File: src/rtl/core/pcs_pkg.sv
// ----------------------------------------------------------------------------
// pcs_pkg: shared constants for the POV column scanner
// Default geometry, timer shift and reset value of the period threshold.
// ----------------------------------------------------------------------------
package pcs_pkg;

  localparam int COLUMNS_DEF         = 128;
  localparam int PERIOD_SHIFT_DEF    = 7;
  localparam int FRAMES_PER_TURN_DEF = 1;

  localparam int PERIOD_W = 16;
  localparam int WIDX_W   = 7;
  localparam int BYTE_W   = 8;
  localparam int FRAMES_W = 2;
  localparam int PIXEL_W  = 3 * BYTE_W;

  localparam logic [PERIOD_W-1:0] MIN_PERIOD_RESET = 16'd12000;

endpackage

File: src/rtl/core/pcs_ram.sv
// ----------------------------------------------------------------------------
// pcs_ram: generic simple dual-port RAM
// One write port, one read port, read data registered.
// ----------------------------------------------------------------------------
module pcs_ram #(
  parameter int WIDTH = 24,
  parameter int DEPTH = 128
) (
  input  logic                     clk,
  input  logic                     we,
  input  logic [$clog2(DEPTH)-1:0] waddr,
  input  logic [WIDTH-1:0]         wdata,
  input  logic                     re,
  input  logic [$clog2(DEPTH)-1:0] raddr,
  output logic [WIDTH-1:0]         rdata
);

  logic [WIDTH-1:0] mem [DEPTH];

  always_ff @(posedge clk) begin
    if (we) begin
      mem[waddr] <= wdata;
    end
    if (re) begin
      rdata <= mem[raddr];
    end
  end

endmodule

File: src/rtl/core/pov_column_scanner.sv
// ----------------------------------------------------------------------------
// pov_column_scanner: persistence-of-vision column scanner
// Frame store, scroll offset and scan counters driving an RGB LED column.
// ----------------------------------------------------------------------------
// The block takes one input word per clock cycle, sustained while the output
// side is ready, and returns one result word for each, in order. A word
// passes stage 1 and the output register: a column tick issues its frame
// store read at the acceptance edge and the registered read data joins the
// decision held in stage 1. Scan state (column, columns left, frames
// shown, scroll offset) lives in flip-flops and is updated at acceptance, so
// back-to-back ticks need no forwarding. A write lands in the RAM at its own
// acceptance edge, so a tick right behind it already reads the new bytes. One
// valid bit per column, cleared by reset, makes a column that was never
// written read as zero; there is no clearing pass. A pipeline stage plus an
// output register part the two sides, so one more word is taken while a
// finished result waits on out_tready.
// ----------------------------------------------------------------------------
module pov_column_scanner #(
  parameter int COLUMNS         = pcs_pkg::COLUMNS_DEF,
  parameter int PERIOD_SHIFT    = pcs_pkg::PERIOD_SHIFT_DEF,
  parameter int FRAMES_PER_TURN = pcs_pkg::FRAMES_PER_TURN_DEF
) (
  input  logic        clk,
  input  logic        rst_n,

  // input words
  input  logic        in_tvalid,
  output logic        in_tready,
  // in_tdata, from bit 0: period_ticks[15:0], write_index[22:16],
  // red_in[30:23], green_in[38:31], blue_in[46:39], forward[47]
  input  logic [47:0] in_tdata,
  // in_tuser: mode[1:0]
  input  logic [1:0]  in_tuser,

  // result words
  output logic        out_tvalid,
  input  logic        out_tready,
  // out_tdata, from bit 0: red_out[7:0], green_out[15:8], blue_out[23:16],
  // reload_value[31:24]
  output logic [31:0] out_tdata,
  // out_tuser, from bit 0: light_action[1:0], reload_valid[2]
  output logic [2:0]  out_tuser,

  // configuration
  input  logic        cfg_psel,
  input  logic        cfg_penable,
  input  logic        cfg_pwrite,
  input  logic [2:0]  cfg_paddr,
  input  logic [31:0] cfg_pwdata,
  output logic [31:0] cfg_prdata,
  output logic        cfg_pready
);

  localparam int CW = $clog2(COLUMNS);
  localparam int LW = $clog2(COLUMNS + 1);
  localparam int BW = pcs_pkg::BYTE_W;
  localparam int PW = pcs_pkg::PIXEL_W;
  localparam int FW = pcs_pkg::FRAMES_W;

  localparam logic [CW-1:0] LAST_COL   = CW'(COLUMNS - 1);
  localparam logic [LW-1:0] FULL_COUNT = LW'(COLUMNS);
  localparam logic [FW-1:0] FRAMES_MAX = FW'(FRAMES_PER_TURN);

  typedef enum logic [1:0] {
    MODE_ROTATE = 2'd0,
    MODE_TICK   = 2'd1,
    MODE_WRITE  = 2'd2,
    MODE_SCROLL = 2'd3
  } mode_t;

  typedef enum logic [1:0] {
    ACT_NONE  = 2'd0,
    ACT_SHOW  = 2'd1,
    ACT_SLEEP = 2'd2
  } action_t;

  typedef enum logic {
    REG_MIN_PERIOD = 1'b0,
    REG_UNUSED     = 1'b1
  } reg_idx_t;

  // --------------------------------------------------------------------------
  // unpack the input word
  // --------------------------------------------------------------------------
  mode_t                         in_mode;
  logic [pcs_pkg::PERIOD_W-1:0]  in_period;
  logic [pcs_pkg::WIDX_W-1:0]    in_widx;
  logic [BW-1:0]                 in_red;
  logic [BW-1:0]                 in_green;
  logic [BW-1:0]                 in_blue;
  logic                          in_fwd;

  assign in_mode   = mode_t'(in_tuser);
  assign in_period = in_tdata[15:0];
  assign in_widx   = in_tdata[22:16];
  assign in_red    = in_tdata[30:23];
  assign in_green  = in_tdata[38:31];
  assign in_blue   = in_tdata[46:39];
  assign in_fwd    = in_tdata[47];

  // --------------------------------------------------------------------------
  // configuration port: always ready, one register
  // --------------------------------------------------------------------------
  logic [pcs_pkg::PERIOD_W-1:0] min_period_r;
  reg_idx_t                     cfg_idx;
  logic                         cfg_wr;

  assign cfg_pready = 1'b1;
  assign cfg_idx    = reg_idx_t'(cfg_paddr[2]);
  assign cfg_wr     = cfg_psel && cfg_penable && cfg_pwrite && cfg_pready;

  always_comb begin
    unique case (cfg_idx)
      REG_MIN_PERIOD: cfg_prdata = 32'(min_period_r);
      default:        cfg_prdata = '0;
    endcase
  end

  always_ff @(posedge clk) begin
    if (!rst_n) begin
      min_period_r <= pcs_pkg::MIN_PERIOD_RESET;
    end else if (cfg_wr && cfg_idx == REG_MIN_PERIOD) begin
      min_period_r <= cfg_pwdata[pcs_pkg::PERIOD_W-1:0];
    end
  end

  // --------------------------------------------------------------------------
  // handshake: stage 1 waits on the output register, the output register on the sink
  // --------------------------------------------------------------------------
  logic s1_v_r;
  logic out_v_r;
  logic s1_move;
  logic acc;

  assign s1_move   = s1_v_r && (!out_v_r || out_tready);
  assign in_tready = !s1_v_r || s1_move;
  assign acc       = in_tvalid && in_tready;

  // --------------------------------------------------------------------------
  // scan state and per-item decisions, all settled at acceptance
  // --------------------------------------------------------------------------
  logic [CW-1:0]    scroll_r, scroll_nxt;
  logic [CW-1:0]    scan_col_r, scan_col_nxt;
  logic [LW-1:0]    cols_left_r, cols_left_nxt;
  logic [FW-1:0]    frames_r, frames_nxt;
  logic [COLUMNS-1:0] vld_r;

  action_t          act;
  logic             rv;
  logic [BW-1:0]    rval;
  logic             ram_we;
  logic             ram_re;
  logic [CW-1:0]    ram_waddr;
  logic [PW-1:0]    ram_wdata;
  logic [PW-1:0]    ram_rdata;
  logic             widx_ok;
  logic [LW-1:0]    cols_dec;

  assign widx_ok   = {1'b0, in_widx} < 8'(COLUMNS);
  assign ram_waddr = in_widx[CW-1:0];
  assign ram_wdata = {in_red, in_green, in_blue};
  assign cols_dec  = cols_left_r - LW'(1);

  always_comb begin
    scroll_nxt    = scroll_r;
    scan_col_nxt  = scan_col_r;
    cols_left_nxt = cols_left_r;
    frames_nxt    = frames_r;
    act           = ACT_NONE;
    rv            = 1'b0;
    rval          = '0;
    ram_we        = 1'b0;
    ram_re        = 1'b0;
    unique case (in_mode)
      MODE_ROTATE: begin
        // restart the scan at the scroll offset
        scan_col_nxt  = scroll_r;
        cols_left_nxt = FULL_COUNT;
        frames_nxt    = '0;
        if (in_period > min_period_r) begin
          rv   = 1'b1;
          rval = ~BW'(in_period >> PERIOD_SHIFT);
        end
      end
      MODE_TICK: begin
        if (frames_r < FRAMES_MAX) begin
          act          = ACT_SHOW;
          ram_re       = acc;
          scan_col_nxt = (scan_col_r == LAST_COL) ? '0 : scan_col_r + CW'(1);
          if (cols_dec == '0) begin
            frames_nxt    = frames_r + FW'(1);
            cols_left_nxt = FULL_COUNT;
          end else begin
            cols_left_nxt = cols_dec;
          end
        end else begin
          act = ACT_SLEEP;
        end
      end
      MODE_WRITE: begin
        ram_we = acc && widx_ok;
      end
      MODE_SCROLL: begin
        if (in_fwd) begin
          scroll_nxt = (scroll_r == LAST_COL) ? '0 : scroll_r + CW'(1);
        end else begin
          scroll_nxt = (scroll_r == '0) ? LAST_COL : scroll_r - CW'(1);
        end
      end
    endcase
  end

  always_ff @(posedge clk) begin
    if (!rst_n) begin
      scroll_r    <= '0;
      scan_col_r  <= '0;
      cols_left_r <= FULL_COUNT;
      frames_r    <= '0;
      vld_r       <= '0;
    end else begin
      if (acc) begin
        scroll_r    <= scroll_nxt;
        scan_col_r  <= scan_col_nxt;
        cols_left_r <= cols_left_nxt;
        frames_r    <= frames_nxt;
      end
      if (ram_we) begin
        vld_r[ram_waddr] <= 1'b1;
      end
    end
  end

  pcs_ram #(
    .WIDTH (PW),
    .DEPTH (COLUMNS)
  ) u_store (
    .clk   (clk),
    .we    (ram_we),
    .waddr (ram_waddr),
    .wdata (ram_wdata),
    .re    (ram_re),
    .raddr (scan_col_r),
    .rdata (ram_rdata)
  );

  // --------------------------------------------------------------------------
  // stage 1: hold the decision until the read data arrives
  // --------------------------------------------------------------------------
  action_t       s1_act_r;
  logic          s1_rv_r;
  logic [BW-1:0] s1_rval_r;
  logic          s1_hit_r;
  logic [PW-1:0] s1_pix;

  always_ff @(posedge clk) begin
    if (!rst_n) begin
      s1_v_r <= 1'b0;
    end else if (acc) begin
      s1_v_r <= 1'b1;
    end else if (s1_move) begin
      s1_v_r <= 1'b0;
    end
  end

  always_ff @(posedge clk) begin
    if (acc) begin
      s1_act_r  <= act;
      s1_rv_r   <= rv;
      s1_rval_r <= rval;
      s1_hit_r  <= vld_r[scan_col_r];
    end
  end

  // drop the bytes unless this is a shown column that was ever written
  assign s1_pix = (s1_act_r == ACT_SHOW && s1_hit_r) ? ram_rdata : '0;

  // --------------------------------------------------------------------------
  // output register
  // --------------------------------------------------------------------------
  action_t       out_act_r;
  logic [PW-1:0] out_pix_r;
  logic          out_rv_r;
  logic [BW-1:0] out_rval_r;

  always_ff @(posedge clk) begin
    if (!rst_n) begin
      out_v_r <= 1'b0;
    end else if (s1_move) begin
      out_v_r <= 1'b1;
    end else if (out_tready) begin
      out_v_r <= 1'b0;
    end
  end

  always_ff @(posedge clk) begin
    if (s1_move) begin
      out_act_r  <= s1_act_r;
      out_pix_r  <= s1_pix;
      out_rv_r   <= s1_rv_r;
      out_rval_r <= s1_rval_r;
    end
  end

  assign out_tvalid = out_v_r;
  assign out_tdata  = {out_rval_r, out_pix_r[BW-1:0], out_pix_r[2*BW-1:BW],
                       out_pix_r[PW-1:2*BW]};
  assign out_tuser  = {out_rv_r, out_act_r};

  // --------------------------------------------------------------------------
  // assertions
  // --------------------------------------------------------------------------
  a_no_read_when_stalled : assert property (@(posedge clk) disable iff (!rst_n)
    (s1_v_r && !s1_move) |-> !ram_re)
    else $error("frame store read issued while stage 1 is stalled");

  a_reload_only_on_rotate : assert property (@(posedge clk) disable iff (!rst_n)
    (out_v_r && out_rv_r) |-> (out_act_r == ACT_NONE))
    else $error("timer reload paired with a light action");

  a_scan_in_range : assert property (@(posedge clk) disable iff (!rst_n)
    (32'(scan_col_r) < COLUMNS) && (32'(scroll_r) < COLUMNS))
    else $error("scan column or scroll offset beyond the frame");

  a_count_in_range : assert property (@(posedge clk) disable iff (!rst_n)
    (cols_left_r != '0) && (cols_left_r <= FULL_COUNT) && (frames_r <= FRAMES_MAX))
    else $error("column or frame count out of range");

  a_sleep_no_bytes : assert property (@(posedge clk) disable iff (!rst_n)
    (out_v_r && out_act_r != ACT_SHOW) |-> (out_pix_r == '0))
    else $error("color bytes given without showing a column");

endmodule
File: config.mk
export PLATFORM = sky130hd
export DESIGN_NAME = pov_column_scanner
export DESIGN_NICKNAME = d
export VERILOG_FILES = /design/src/rtl/core/pcs_pkg.sv /design/src/rtl/core/pcs_ram.sv /design/src/rtl/core/pov_column_scanner.sv
export SDC_FILE = /design/constraint.sdc
export NUM_CORES = 2
export LEC_CHECK = 0
export BUFFER_PORTS_ARGS = -buffer_cell sky130_fd_sc_hd__buf_4
export CAP_MARGIN = 30
export CORE_MARGIN = 2
export CORE_UTILIZATION = 55
export CTS_CLUSTER_SIZE = 8
export DETAILED_ROUTE_END_ITERATION = 12
export PLACE_DENSITY = 0.71
export SYNTH_ARGS = -nofsm -noshare
export SYNTH_HDL_FRONTEND = slang
export SYNTH_HIERARCHICAL = 1
export SYNTH_SLANG_ARGS = --single-unit
File: constraint.sdc
create_clock -name clk -period 6.8 [get_ports clk]
set_input_delay 1.36 -clock clk [delete_from_list [all_inputs] [get_ports clk]]
set_output_delay 1.36 -clock clk [all_outputs]
set_load 0.005 [all_outputs]
==> summary.md <==
| Metric | Value |
|---|---|
| PostCTS Resize Cnt | `0` |
| Pleak | `0.04463 µW` |
| Clk Tree Root Cell | `clkbuf_16` |
| Setup repair bufs after CTS | `0` |
| Top FF cell, synth | `edfxtp_1` |
| Die width | `485.5 µm` |
| Crit-path max cell delay | `1.02 ns` |
| DIE HEIGHT | `485.5 µm` |
| Syn avg cell area | `23.00 µm²` |
| Worst-path cell chain | `buf_4 > buf_12 > mux4_2 > mux4_2 > mux4_2 > mux2_2` |
| Max Cap Viol | `0` |
| EDFF count, synth | `3,143` |
| Initial cell density of the core | `0.5537` |
| Share of the yosys chip area belonging to registers | `0.7667` |
| Hold Crit Depth | `0` |
| Yosys warns | `6` |
| Final net count | `6,180` |
| CP Data Required Time | `7.52 ns` |
| R2r endpoint | `u_store/rdata[2]$_DFFE_PP_` |
| IO Count | `162` |
| Distinct cells, synth | `64` |
| Power Density | `301.0 nW/µm²` |
| Minimum clock period | `4.295 ns` |
| Hold Path End | `out_rval_r[2]$_DFFE_PP_` |
| Post-synthesis register bit count | `3,313` |
| Maximum VDD drop | `258.4 µV` |
| Reg-to-reg slack, setup | `2.50 ns` |
| Htree depth | `5` |
| Initial antenna violation count | `34` |
| Commonest cells in the netlist | `3,143 x edfxtp_1, 1,032 x mux4_2, 286 x nor2_1` |
| Hold Vio Cnt, Final | `0` |
| Layout cells sized above 1 | `0.3329` |
| Vias | `61.35k` |
| Worst path slowest cell | `dfxtp_4` |
| Drt total wl | `312,600 µm` |
| First DRT Iteration DRCs | `8,555` |
| Largest net degree at the start of global routing | `104` |
| Synth Instances | `5,546` |
| CTS tree | `built` |
| Post-route ant nets | `0` |
| Slew Limit Fails | `0` |
| Overflow after GRT | `0` |
| Dominant cells by area after synthesis | `edfxtp_1 74%, mux4_2 18%, dfxtp_1 2.7%, nor2_1 0.84%, o21a_1 0.78%` |
| Top-count cell post-synth | `edfxtp_1` |
| Clock Path Buffers | `4` |
| CTS Sinks | `3,313` |
| PortBufs | `126` |
| Post-synth ARST share | `0` |
| Final setup viols | `0` |
| CTS buffer count | `464` |
| Fin crit share | `0.6316` |
| Worst path most repeated cell | `mux4_2` |
| Clock-pin slew on the worst setup and hold paths | `0.05 ns` |
| Syn-to-layout area delta | `14.64%` |
| Rows | `176` |
| WP data arrival | `5.01 ns` |
| Status | `complete, no violations` |
| Final RePlAce weighted congestion | `0.8137` |
| Yosys top cell area share | `0.7400` |
| Post-synth top area cell | `edfxtp_1` |
| Post-DR vias/cell | `6.699` |
| Vias in the first global route | `62.94k` |
| Final core occ | `0.6347` |
| Detailed placement HPWL | `171,400 µm` |
| Tightest Pin Transition | `1.073 ns` |
| Hold_buf cts | `0` |
| DRC viols | `0` |
| GRT Total Usage | `0.2672` |
| Worst-skew pair later-pin latency | `0.99 ns` |
| Hold Crit Class | `flop to flop` |
| Relative slew slack | `0.2827` |
| Crit path launch type | `flop` |
| Core ar. | `230,300 µm²` |
| Hold path startpoint | `s1_rval_r[2]$_SDFFCE_PN0P_` |
| Sum Neg Setup Slack | `0 ns` |
| Unrepaired setup endpoints after global routing | `no` |
| Die area | `235,700 µm²` |
| Fin Clk Skew | `0.07173 ns` |
| First-pass GRT wire length | `447,400 µm` |
| Critical path fanouts, max | `51` |
| Critical path class | `flop to flop` |
| WL per Instance | `34.14 µm` |
| Post-Syn Area | `127,500 µm²` |
| CP Capture Type | `flop` |
| DRT Pass-1 Iters | `5` |
| FF-to-FF Start | `scan_col_r[0]$_SDFFE_PN0P_` |
| Fmax | `0.2328 GHz` |
| Path depth of the worst reg2reg path | `6` |
## cell type report
| class | count | area [µm²] |
|---|---|---|
| Tap cell | 3026 | 3786 |
| Antenna cell | 10 | 25.02 |
| Clock inverter | 10 | 130.1 |
| Clock buffer | 513 | 11940 |
| Inverter | 35 | 131.4 |
| Multi-Input combinational cell | 1897 | 28840 |
| Sequential cell | 3313 | 97810 |
| Fill cell | 14689 | 84140 |
| Timing Repair Buffer | 354 | 3545 |
## per-layer routing
metal  GRT usage  vias to the layer above  wire [µm]
li1            -                    24343          -
met1      0.3777                    32870     117200
met2      0.4218                     3590     151700
met3     0.05697                      540      33550
met4     0.08872                        8      10210
met5           0                        -         60
## state kept, by name, indices dropped and copies added (netlist names)
signal / cells
out_rv_r: 1
vld_r: 128
scan_col_r: 7
s1_act_r: 2
scroll_r: 7
s1_rval_r: 8
min_period_r: 16
s1_hit_r: 1
u_store/mem: 3072
s1_rv_r: 1
cols_left_r: 8
out_pix_r: 24
u_store/rdata: 24
out_act_r: 2
out_tvalid: 1
frames_r: 2
s1_v_r: 1
out_rval_r: 8
## stage by stage
stage                     area, µm²  cells  power [µW]  setup WS [ns]  hold slack (ns)
after floorplan              127600   5561       23740          2.176           0.4003
after global placement       133300   8592       24480          1.789           0.4015
after detailed placement     133900   8616       24530          1.823           0.4045
after CTS                    145900   9139       44250          2.528           0.3813
after global routing         146200   9150       45140          2.380           0.3892
final                        146200   9158       44000          2.505           0.3751
## cells in the final DEF (no fill, tap or decap), types with 22 or more instances in the layout
master,n
dfxtp_1,163
nor2_1,166
ha_1,23
clkbuf_1,42
o21a_1,132
buf_12,35
nand3_1,37
and2_1,26
buf_4,294
mux2_2,24
nor2_2,87
clkbuf_16,471
nor2_4,33
mux2i_1,23
inv_1,33
nand2_1,76
mux4_2,1032
nor2b_1,27
edfxtp_1,3143
buf_16,22
## logic make-up (layout without fill, tap and decap cells)
family,Yosys count,count (layout),synth area share
buf+inv,351,912,0.01171
mux,1080,1080,0.1863
other cells,2,27,0.00005889
simple gates,514,514,0.01788
compound gates,259,259,0.01483
fa+ha+maj,23,23,0.002256
flops,3313,3313,0.7667
xor+xnor,4,4,0.0002747
## critical path: cells and delay by family, from the launching register on
family / cells / cell delay (ns)
DFF: 1 / 1.02
buffers and inverters: 2 / 0.94
muxes: 4 / 1.93
## where the power goes
group | switching (µW) | internal [µW]
registers | 39.8 | 22400
logic | 1030 | 680
clock network | 7730 | 12100
## worst max path at each step
| stage | from | cells after the start | endpoint |
|---|---|---|---|
| 6_report | scan_col_r[0]$_SDFFE_PN0P_ | 6 | u_store/rdata[2]$_DFFE_PP_ |
| 5_1_grt | scan_col_r[0]$_SDFFE_PN0P_ | 6 | u_store/rdata[16]$_DFFE_PP_ |
| 4_1_cts | scan_col_r[0]$_SDFFE_PN0P_ | 6 | u_store/rdata[6]$_DFFE_PP_ |
| 3_5_place_dp | out_tready | 8 | u_store/mem[120][15]$_DFFE_PP_ |
| 3_3_place_gp | out_tready | 8 | u_store/mem[64][13]$_DFFE_PP_ |
| 2_1_floorplan | out_tready | 6 | u_store/mem[98][0]$_DFFE_PP_ |
(Power assumes the default switching activity.)
